## src/rtl/core/dq_pkg.sv

```systemverilog
// ----------------------------------------------------------------------------
// dq_pkg
// Shared sizes, command codes and status codes of the double-ended queue.
// ----------------------------------------------------------------------------
package dq_pkg;

  localparam int DEPTH      = 64;
  localparam int DATA_WIDTH = 32;
  localparam int ADDR_W     = $clog2(DEPTH);
  localparam int CNT_W      = $clog2(DEPTH + 1);
  localparam int CMD_W      = 3;
  localparam int STATUS_W   = 2;

  localparam int IN_TDATA_W  = ((DATA_WIDTH + CNT_W + 7) / 8) * 8;
  localparam int OUT_BITS    = 3 * DATA_WIDTH + CNT_W + 1 + STATUS_W;
  localparam int OUT_TDATA_W = ((OUT_BITS + 7) / 8) * 8;

  localparam logic [CMD_W-1:0] CMD_PUSH_BACK  = 3'd0;
  localparam logic [CMD_W-1:0] CMD_PUSH_FRONT = 3'd1;
  localparam logic [CMD_W-1:0] CMD_POP_BACK   = 3'd2;
  localparam logic [CMD_W-1:0] CMD_POP_FRONT  = 3'd3;
  localparam logic [CMD_W-1:0] CMD_CLEAR      = 3'd4;
  localparam logic [CMD_W-1:0] CMD_RESIZE     = 3'd5;
  localparam logic [CMD_W-1:0] CMD_PEEK       = 3'd6;

  localparam logic [STATUS_W-1:0] ST_OK    = 2'd0;
  localparam logic [STATUS_W-1:0] ST_EMPTY = 2'd1;
  localparam logic [STATUS_W-1:0] ST_FULL  = 2'd2;

  typedef logic [DATA_WIDTH-1:0] data_t;
  typedef logic [ADDR_W-1:0]     addr_t;
  typedef logic [CNT_W-1:0]      cnt_t;

  // ring index of front + offset, offset below twice the depth minus front
  function automatic addr_t ring_at(input addr_t front, input cnt_t offset);
    logic [CNT_W:0] sum;
    begin
      sum = {{(CNT_W + 1 - ADDR_W){1'b0}}, front} + {1'b0, offset};
      if (sum >= (CNT_W + 1)'(DEPTH)) begin
        sum = sum - (CNT_W + 1)'(DEPTH);
      end
      ring_at = sum[ADDR_W-1:0];
    end
  endfunction

endpackage

```

## src/rtl/core/double_ended_queue.sv

```systemverilog
// ----------------------------------------------------------------------------
// double_ended_queue
// Bounded deque of signed words in a ring RAM with one word result per command.
// ----------------------------------------------------------------------------
// After accept the command executes, then the front and back are read from ram
//   and the result word is loaded; a pop adds an extra ram read, a growing resize
//   first writes its fill words. One command at a time; the next is taken once
//   the result is loaded into the output register
// reset: synchronous rst_n clears count, front index and control; ram is not
//   cleared, entries are read only after being written
module double_ended_queue (
  input  logic                            clk,
  input  logic                            rst_n,
  input  logic                            in_tvalid,
  output logic                            in_tready,
  input  logic [dq_pkg::CMD_W-1:0]        in_tuser,   // command
  input  logic [dq_pkg::IN_TDATA_W-1:0]   in_tdata,   // value, new_size
  output logic                            out_tvalid,
  input  logic                            out_tready,
  // popped_value, front_value, back_value, count, is_empty, status
  output logic [dq_pkg::OUT_TDATA_W-1:0]  out_tdata
);

  import dq_pkg::*;

  localparam logic [2:0] S_IDLE = 3'd0;
  localparam logic [2:0] S_EXEC = 3'd1;
  localparam logic [2:0] S_POPW = 3'd2;
  localparam logic [2:0] S_FILL = 3'd3;
  localparam logic [2:0] S_RDF  = 3'd4;
  localparam logic [2:0] S_RDB  = 3'd5;
  localparam logic [2:0] S_DONE = 3'd6;

  logic [2:0]          state_r, state_nxt;
  logic [CMD_W-1:0]    cmd_r;
  data_t               val_r;
  cnt_t                size_r;
  addr_t               front_pos_r, front_pos_nxt;
  cnt_t                count_r, count_nxt;
  cnt_t                fill_r, fill_nxt;
  data_t               popped_r;
  data_t               front_val_r;
  logic [STATUS_W-1:0] status_r, status_nxt;
  logic                out_valid_r;
  logic [OUT_TDATA_W-1:0] out_data_r;

  logic  wr_en, rd_en;
  addr_t wr_addr, rd_addr;
  data_t wr_data, rd_data;
  logic  in_fire, out_free, is_empty;
  data_t front_out, back_out;

  assign in_tready  = (state_r == S_IDLE);
  assign in_fire    = in_tvalid && in_tready;
  assign out_free   = !out_valid_r || out_tready;
  assign out_tvalid = out_valid_r;
  assign out_tdata  = out_data_r;
  assign is_empty   = (count_r == '0);
  assign front_out  = is_empty ? '0 : front_val_r;
  assign back_out   = is_empty ? '0 : rd_data;

  dq_ram #(
    .WIDTH (DATA_WIDTH),
    .DEPTH (DEPTH)
  ) u_ram (
    .clk     (clk),
    .wr_en   (wr_en),
    .wr_addr (wr_addr),
    .wr_data (wr_data),
    .rd_en   (rd_en),
    .rd_addr (rd_addr),
    .rd_data (rd_data)
  );

  always_comb begin
    state_nxt     = state_r;
    front_pos_nxt = front_pos_r;
    count_nxt     = count_r;
    fill_nxt      = fill_r;
    status_nxt    = status_r;
    wr_en         = 1'b0;
    wr_addr       = ring_at(front_pos_r, count_r);
    wr_data       = val_r;
    rd_en         = 1'b0;
    rd_addr       = front_pos_r;
    unique case (state_r)
      S_IDLE: begin
        if (in_fire) begin
          state_nxt  = S_EXEC;
          status_nxt = ST_OK;
        end
      end
      S_EXEC: begin
        state_nxt = S_RDF;
        unique case (cmd_r)
          CMD_PUSH_BACK: begin
            if (count_r >= CNT_W'(DEPTH)) begin
              status_nxt = ST_FULL;
            end else begin
              wr_en     = 1'b1;
              count_nxt = count_r + 1'b1;
            end
          end
          CMD_PUSH_FRONT: begin
            if (count_r >= CNT_W'(DEPTH)) begin
              status_nxt = ST_FULL;
            end else begin
              wr_en         = 1'b1;
              wr_addr       = ring_at(front_pos_r, CNT_W'(DEPTH - 1));
              front_pos_nxt = wr_addr;
              count_nxt     = count_r + 1'b1;
            end
          end
          CMD_POP_BACK: begin
            if (is_empty) begin
              status_nxt = ST_EMPTY;
            end else begin
              rd_en     = 1'b1;
              rd_addr   = ring_at(front_pos_r, count_r - 1'b1);
              count_nxt = count_r - 1'b1;
              state_nxt = S_POPW;
            end
          end
          CMD_POP_FRONT: begin
            if (is_empty) begin
              status_nxt = ST_EMPTY;
            end else begin
              rd_en         = 1'b1;
              front_pos_nxt = ring_at(front_pos_r, CNT_W'(1));
              count_nxt     = count_r - 1'b1;
              state_nxt     = S_POPW;
            end
          end
          CMD_CLEAR: begin
            count_nxt     = '0;
            front_pos_nxt = '0;
          end
          CMD_RESIZE: begin
            if (size_r > CNT_W'(DEPTH)) begin
              status_nxt = ST_FULL;
            end else if (size_r > count_r) begin
              fill_nxt  = count_r;
              state_nxt = S_FILL;
            end else begin
              count_nxt = size_r;
            end
          end
          default: begin
          end
        endcase
      end
      S_POPW: begin
        state_nxt = S_RDF;
      end
      S_FILL: begin
        // one fill word per cycle at the back
        wr_en    = 1'b1;
        wr_addr  = ring_at(front_pos_r, fill_r);
        fill_nxt = fill_r + 1'b1;
        if (fill_nxt == size_r) begin
          count_nxt = size_r;
          state_nxt = S_RDF;
        end
      end
      S_RDF: begin
        rd_en     = 1'b1;
        rd_addr   = front_pos_r;
        state_nxt = S_RDB;
      end
      S_RDB: begin
        rd_en     = 1'b1;
        rd_addr   = ring_at(front_pos_r, count_r - 1'b1);
        state_nxt = S_DONE;
      end
      S_DONE: begin
        if (out_free) begin
          state_nxt = S_IDLE;
        end
      end
      default: begin
        state_nxt = S_IDLE;
      end
    endcase
  end

  always_ff @(posedge clk) begin
    if (!rst_n) begin
      state_r     <= S_IDLE;
      front_pos_r <= '0;
      count_r     <= '0;
      out_valid_r <= 1'b0;
    end else begin
      state_r     <= state_nxt;
      front_pos_r <= front_pos_nxt;
      count_r     <= count_nxt;
      if (state_r == S_DONE && out_free) begin
        out_valid_r <= 1'b1;
      end else if (out_tready) begin
        out_valid_r <= 1'b0;
      end
    end
  end

  always_ff @(posedge clk) begin
    fill_r     <= fill_nxt;
    status_r   <= status_nxt;
    if (in_fire) begin
      cmd_r    <= in_tuser;
      val_r    <= in_tdata[DATA_WIDTH-1:0];
      size_r   <= in_tdata[DATA_WIDTH +: CNT_W];
      popped_r <= '0;
    end
    if (state_r == S_POPW) begin
      popped_r <= rd_data;
    end
    if (state_r == S_RDB) begin
      front_val_r <= rd_data;
    end
    if (state_r == S_DONE && out_free) begin
      out_data_r <= OUT_TDATA_W'({status_r, is_empty, count_r, back_out, front_out,
                                  popped_r});
    end
  end

endmodule

```

## src/rtl/core/dq_ram.sv

```systemverilog
// ----------------------------------------------------------------------------
// dq_ram
// Generic simple dual-port RAM, one write port, one registered read port.
// ----------------------------------------------------------------------------
module dq_ram #(
  parameter int WIDTH = 32,
  parameter int DEPTH = 64
) (
  input  logic                     clk,
  input  logic                     wr_en,
  input  logic [$clog2(DEPTH)-1:0] wr_addr,
  input  logic [WIDTH-1:0]         wr_data,
  input  logic                     rd_en,
  input  logic [$clog2(DEPTH)-1:0] rd_addr,
  output logic [WIDTH-1:0]         rd_data
);

  logic [WIDTH-1:0] mem [DEPTH];

  always_ff @(posedge clk) begin
    if (wr_en) begin
      mem[wr_addr] <= wr_data;
    end
    if (rd_en) begin
      rd_data <= mem[rd_addr];
    end
  end

endmodule

```

## config.mk

```make
export PLATFORM = sky130hd
export DESIGN_NAME = double_ended_queue
export DESIGN_NICKNAME = d
export VERILOG_FILES = /design/src/rtl/core/dq_pkg.sv /design/src/rtl/core/double_ended_queue.sv /design/src/rtl/core/dq_ram.sv
export SDC_FILE = /design/constraint.sdc
export NUM_CORES = 2
export LEC_CHECK = 0
export BUFFER_PORTS_ARGS = -buffer_cell sky130_fd_sc_hd__buf_2
export CORE_MARGIN = 2
export CORE_UTILIZATION = 40
export CTS_CLUSTER_DIAMETER = 60
export DETAILED_ROUTE_END_ITERATION = 8
export SLEW_MARGIN = 20
export SYNTH_ARGS = -nofsm -noshare
export SYNTH_HDL_FRONTEND = slang
export SYNTH_SLANG_ARGS = --single-unit
```

## constraint.sdc

```tcl
create_clock -name clk -period 8.2 [get_ports clk]
set_input_delay 0.82 -clock clk [delete_from_list [all_inputs] [get_ports clk]]
set_output_delay 0.82 -clock clk [all_outputs]
set_load 0.005 [all_outputs]
```

==> flow_summary.toml <==
[cells_and_area]
fill_cells = 19884
final_common_cell = "edfxtp_1"
drive_gt1_share_pct = 10.55
layout_common_cells = "2301 x edfxtp_1, 1791 x nand2_1, 608 x nand3_1, 292 x a21oi_1, 235 x clkbuf_16"
stdcell_count = 10120
area_delta_synth_final_pct = 12.90
nNetsFinal = 6989
stdcell_area_mm2 = 0.1037

[clocking]
cts_buffer_depth = 3
cts_tree = "yes"
cts_sinks = 2318
cts_buffers = 231
hold_buffers = 0
insertion_delay_ps = 870
cts_setup_buffers = 0
path_clk_slew_ps = 60
h-tree-depth = 4
cts-root-buf = "clkbuf_16"
cts_resized = 0

[critical_path]
worst_path_max_delay_cell = "and3_4"
r2r_setup_slack_ps = 2160
critical_path.top_delay_family = "simple AND/OR/NAND/NOR gates"
cp_num_buf_inv = 2
r2r-start = "count_r[0]$_SDFFE_PN0P_"
worstSetupPathType = "register to register"
critical_path_depth = 13
rr_worst_depth = 13
path_max_fanout = 39
crit_chain = "inv_1 > ha_1 > inv_1 > fa_1 > and4b_1 > a221oi_1 > and3_4 > nor2_1 > nand2_2 > o221ai_1 > nor4_1 > o22ai_1 > or3_1"
cp-end-kind = "register"
cp_common_cell = "inv_1"
crit_path_end = "u_ram.rd_data[31]$_DFFE_PP_"
rr_endpoint = "u_ram.rd_data[31]$_DFFE_PP_"
startpoint_type = "register"
critPathRequiredTime_ps = 8810
crit_start = "count_r[0]$_SDFFE_PN0P_"
cp_data_arrival_time_ps = 6650
crit_path_max_incr_delay_ps = 750

[synth]
yosysTopAreaCellShare_pct = 75.21
syn_inst = 6751
async_flop_share_pct = 0
synth_edf_count = 2301
seq_area_frac_synth_pct = 75.58
synth_area_leaders = "edfxtp_1 75%, nand2_1 7.3%, nand3_1 3.3%, a21oi_1 1.6%, mux2i_1 1.6%"
ys_types = 85
syn_area_mm2 = 0.09187
synth-main-ff-cell = "edfxtp_1"
yosysWarningCount = 0
ys_ff_latch = 2318
yosys.area.top_type = "edfxtp_1"
syn_avg_cell_area_um2 = 13.61

[global_routing]
track_usage_pct = 21.79
grt_antenna_before_repair = 5
overflow = 0
grt_pass1_vias = 54413
grt_pass1_wl_mm = 377.4
grt_max_degree = 185

[sta]
tightest_slew_ps = 1260
hold_violations = 0
slew-limit-headroom_pct = 15.98
max_freq_ghz = 0.1656
fin_crit_ps = 6038
setup_tns_ps = 0
rsz0062_at_grt = "false"
maxSlewViolCount = 0
fin_skew_ps = 36.08
period_share_pct = 73.64
setup_viol = 0

[power_and_ir_drop]
seqPwrFrac_pct = 39.0
p_sw_share_pct = 37.93
intPower_mw = 23.74
peakVddDrop_mv = 0.4069
p_sw_mw = 14.51
clkPwrFrac_pct = 26.5
combPwrFrac_pct = 34.5
powerDensity_mw_per_mm2 = 368.8
finalPower_mw = 38.25
leakagePower_nw = 35.92

[route]
drt-total-wl_mm = 261.8
drtIter0Drc = 7746
drtPass1Iterations = 6
via_per_inst = 5.658
drc = 0
ant_nets = 0
vias = 57254
avgRoutedWirePerCell_um = 25.87

[floorplanning]
rows = 175
die-height_um = 483.2
boundaryPins = 161
die_w_um = 483.2
core_mm2 = 0.2279
fp.dieArea_mm2 = 0.2335
start_util_pct = 40.30

[outcome]
outcome = "finished, final reports clean"

[min_path]
min_path_type = "input port to register"
hold_depth = 1

[placed_design]
dp_cells = 9685
gp_congestion = 0.8357
portBuffers = 153
placed_area_mm2 = 0.09649
hpwl_mm = 142.5

[flow_run]
cap_violations = 0
-- layer usage --
metal  vias to the layer above  share of wire, %  GRT usage, %
met5                         -                 0             0
li1                      25195                 -             -
met3                       385               9.5         3.478
met2                      2892                46         34.02
met4                         0               3.1         6.977
met1                     28782                42         31.25
-- worst min path at each step --
| stage | slack (ps) | to | start |
|---|---|---|---|
| after floorplan | 400 | out_tdata[0]$_DFFE_PP_ | popped_r[0]$_SDFFCE_PN0P_ |
| after global placement | 400 | out_tdata[8]$_DFFE_PP_ | popped_r[8]$_SDFFCE_PN0P_ |
| after detailed placement | 400 | out_tdata[12]$_DFFE_PP_ | popped_r[12]$_SDFFCE_PN0P_ |
| after CTS | 90 | val_r[25]$_DFFE_PP_ | in_tdata[25] |
| after global routing | 100 | val_r[20]$_DFFE_PP_ | in_tdata[20] |
| final | 140 | val_r[27]$_DFFE_PP_ | in_tdata[27] |
-- final cells by class --
class,instances,area (µm²),share of cell area [%]
timing repair buffer,325,2220,2.140
tap,3009,3765,3.630
sequential,2318,69440,66.95
inverter,22,82.58,0.07962
antenna,9,22.52,0.02171
clock inverter,146,1159,1.117
clock buffer,280,6050,5.833
multi-input combinational,4011,20990,20.23
-- cells by family after synthesis --
family | share of synthesized area [%]
AND/OR/NAND/NOR | 14.46
flip-flops | 75.58
AO/OA/AOI/OAI | 5.095
buffers and inverters | 2.251
multiplexers | 1.762
XOR/XNOR | 0.3718
adder cells (fa/ha/maj) | 0.4740
other | 0.004082
-- sequential cells by signal, indices dropped and copies added (netlist names) --
name and cells:
size_r 7, status_r 2, cmd_r 3, popped_r 32, u_ram.mem 2048, front_pos_r 6, state_r 3, u_ram.rd_data 32
front_val_r 32, fill_r 7, out_tdata 106, val_r 32, count_r 7, out_tvalid 1
-- through the flow --
| stage | hold slack (ps) | setup slack, ps | util (%) |
|---|---|---|---|
| after floorplan | 400.3 | 2699 | - |
| after global placement | 403.2 | 2260 | 42.33 |
| after detailed placement | 404.5 | 2209 | 42.33 |
| after CTS | 88.83 | 2195 | 45.49 |
| after global routing | 100.8 | 1929 | 45.50 |
| final | 141.8 | 2162 | 45.50 |
-- synthesized netlist by cell type (10+ instances only) --
cell type,count
dfxtp_1,17
nor4_1,24
a31oi_1,129
a21boi_0,13
nand2_1,1793
nor2_1,177
xnor2_1,26
edfxtp_1,2301
a21o_1,10
mux2_2,12
mux2i_1,146
or3_1,10
nor2b_1,10
a22oi_1,15
a21oi_1,292
or4_1,49
clkbuf_1,119
buf_4,38
xor2_1,13
buf_2,215
nor3_1,49
ha_1,30
a311oi_1,10
inv_1,22
o211a_1,11
o21ai_0,62
nand3_1,610
and2_1,101
o22a_1,18
nand4_1,22
buf_1,25
o22ai_1,99
and3_1,134
-- power by group through the flow --
stage | clock network [mW] | logic [mW] | registers [mW]
4_1_cts | 10.3 | 13.1 | 14.9
6_report | 10.2 | 13.2 | 14.9
2_1_floorplan | 0 | 8.11 | 15.2
5_1_grt | 10.7 | 14.2 | 14.9
3_5_place_dp | 0 | 13.1 | 15.1
3_3_place_gp | 0 | 12.9 | 15.1
Note: power is estimated with default switching activity, not from simulation.
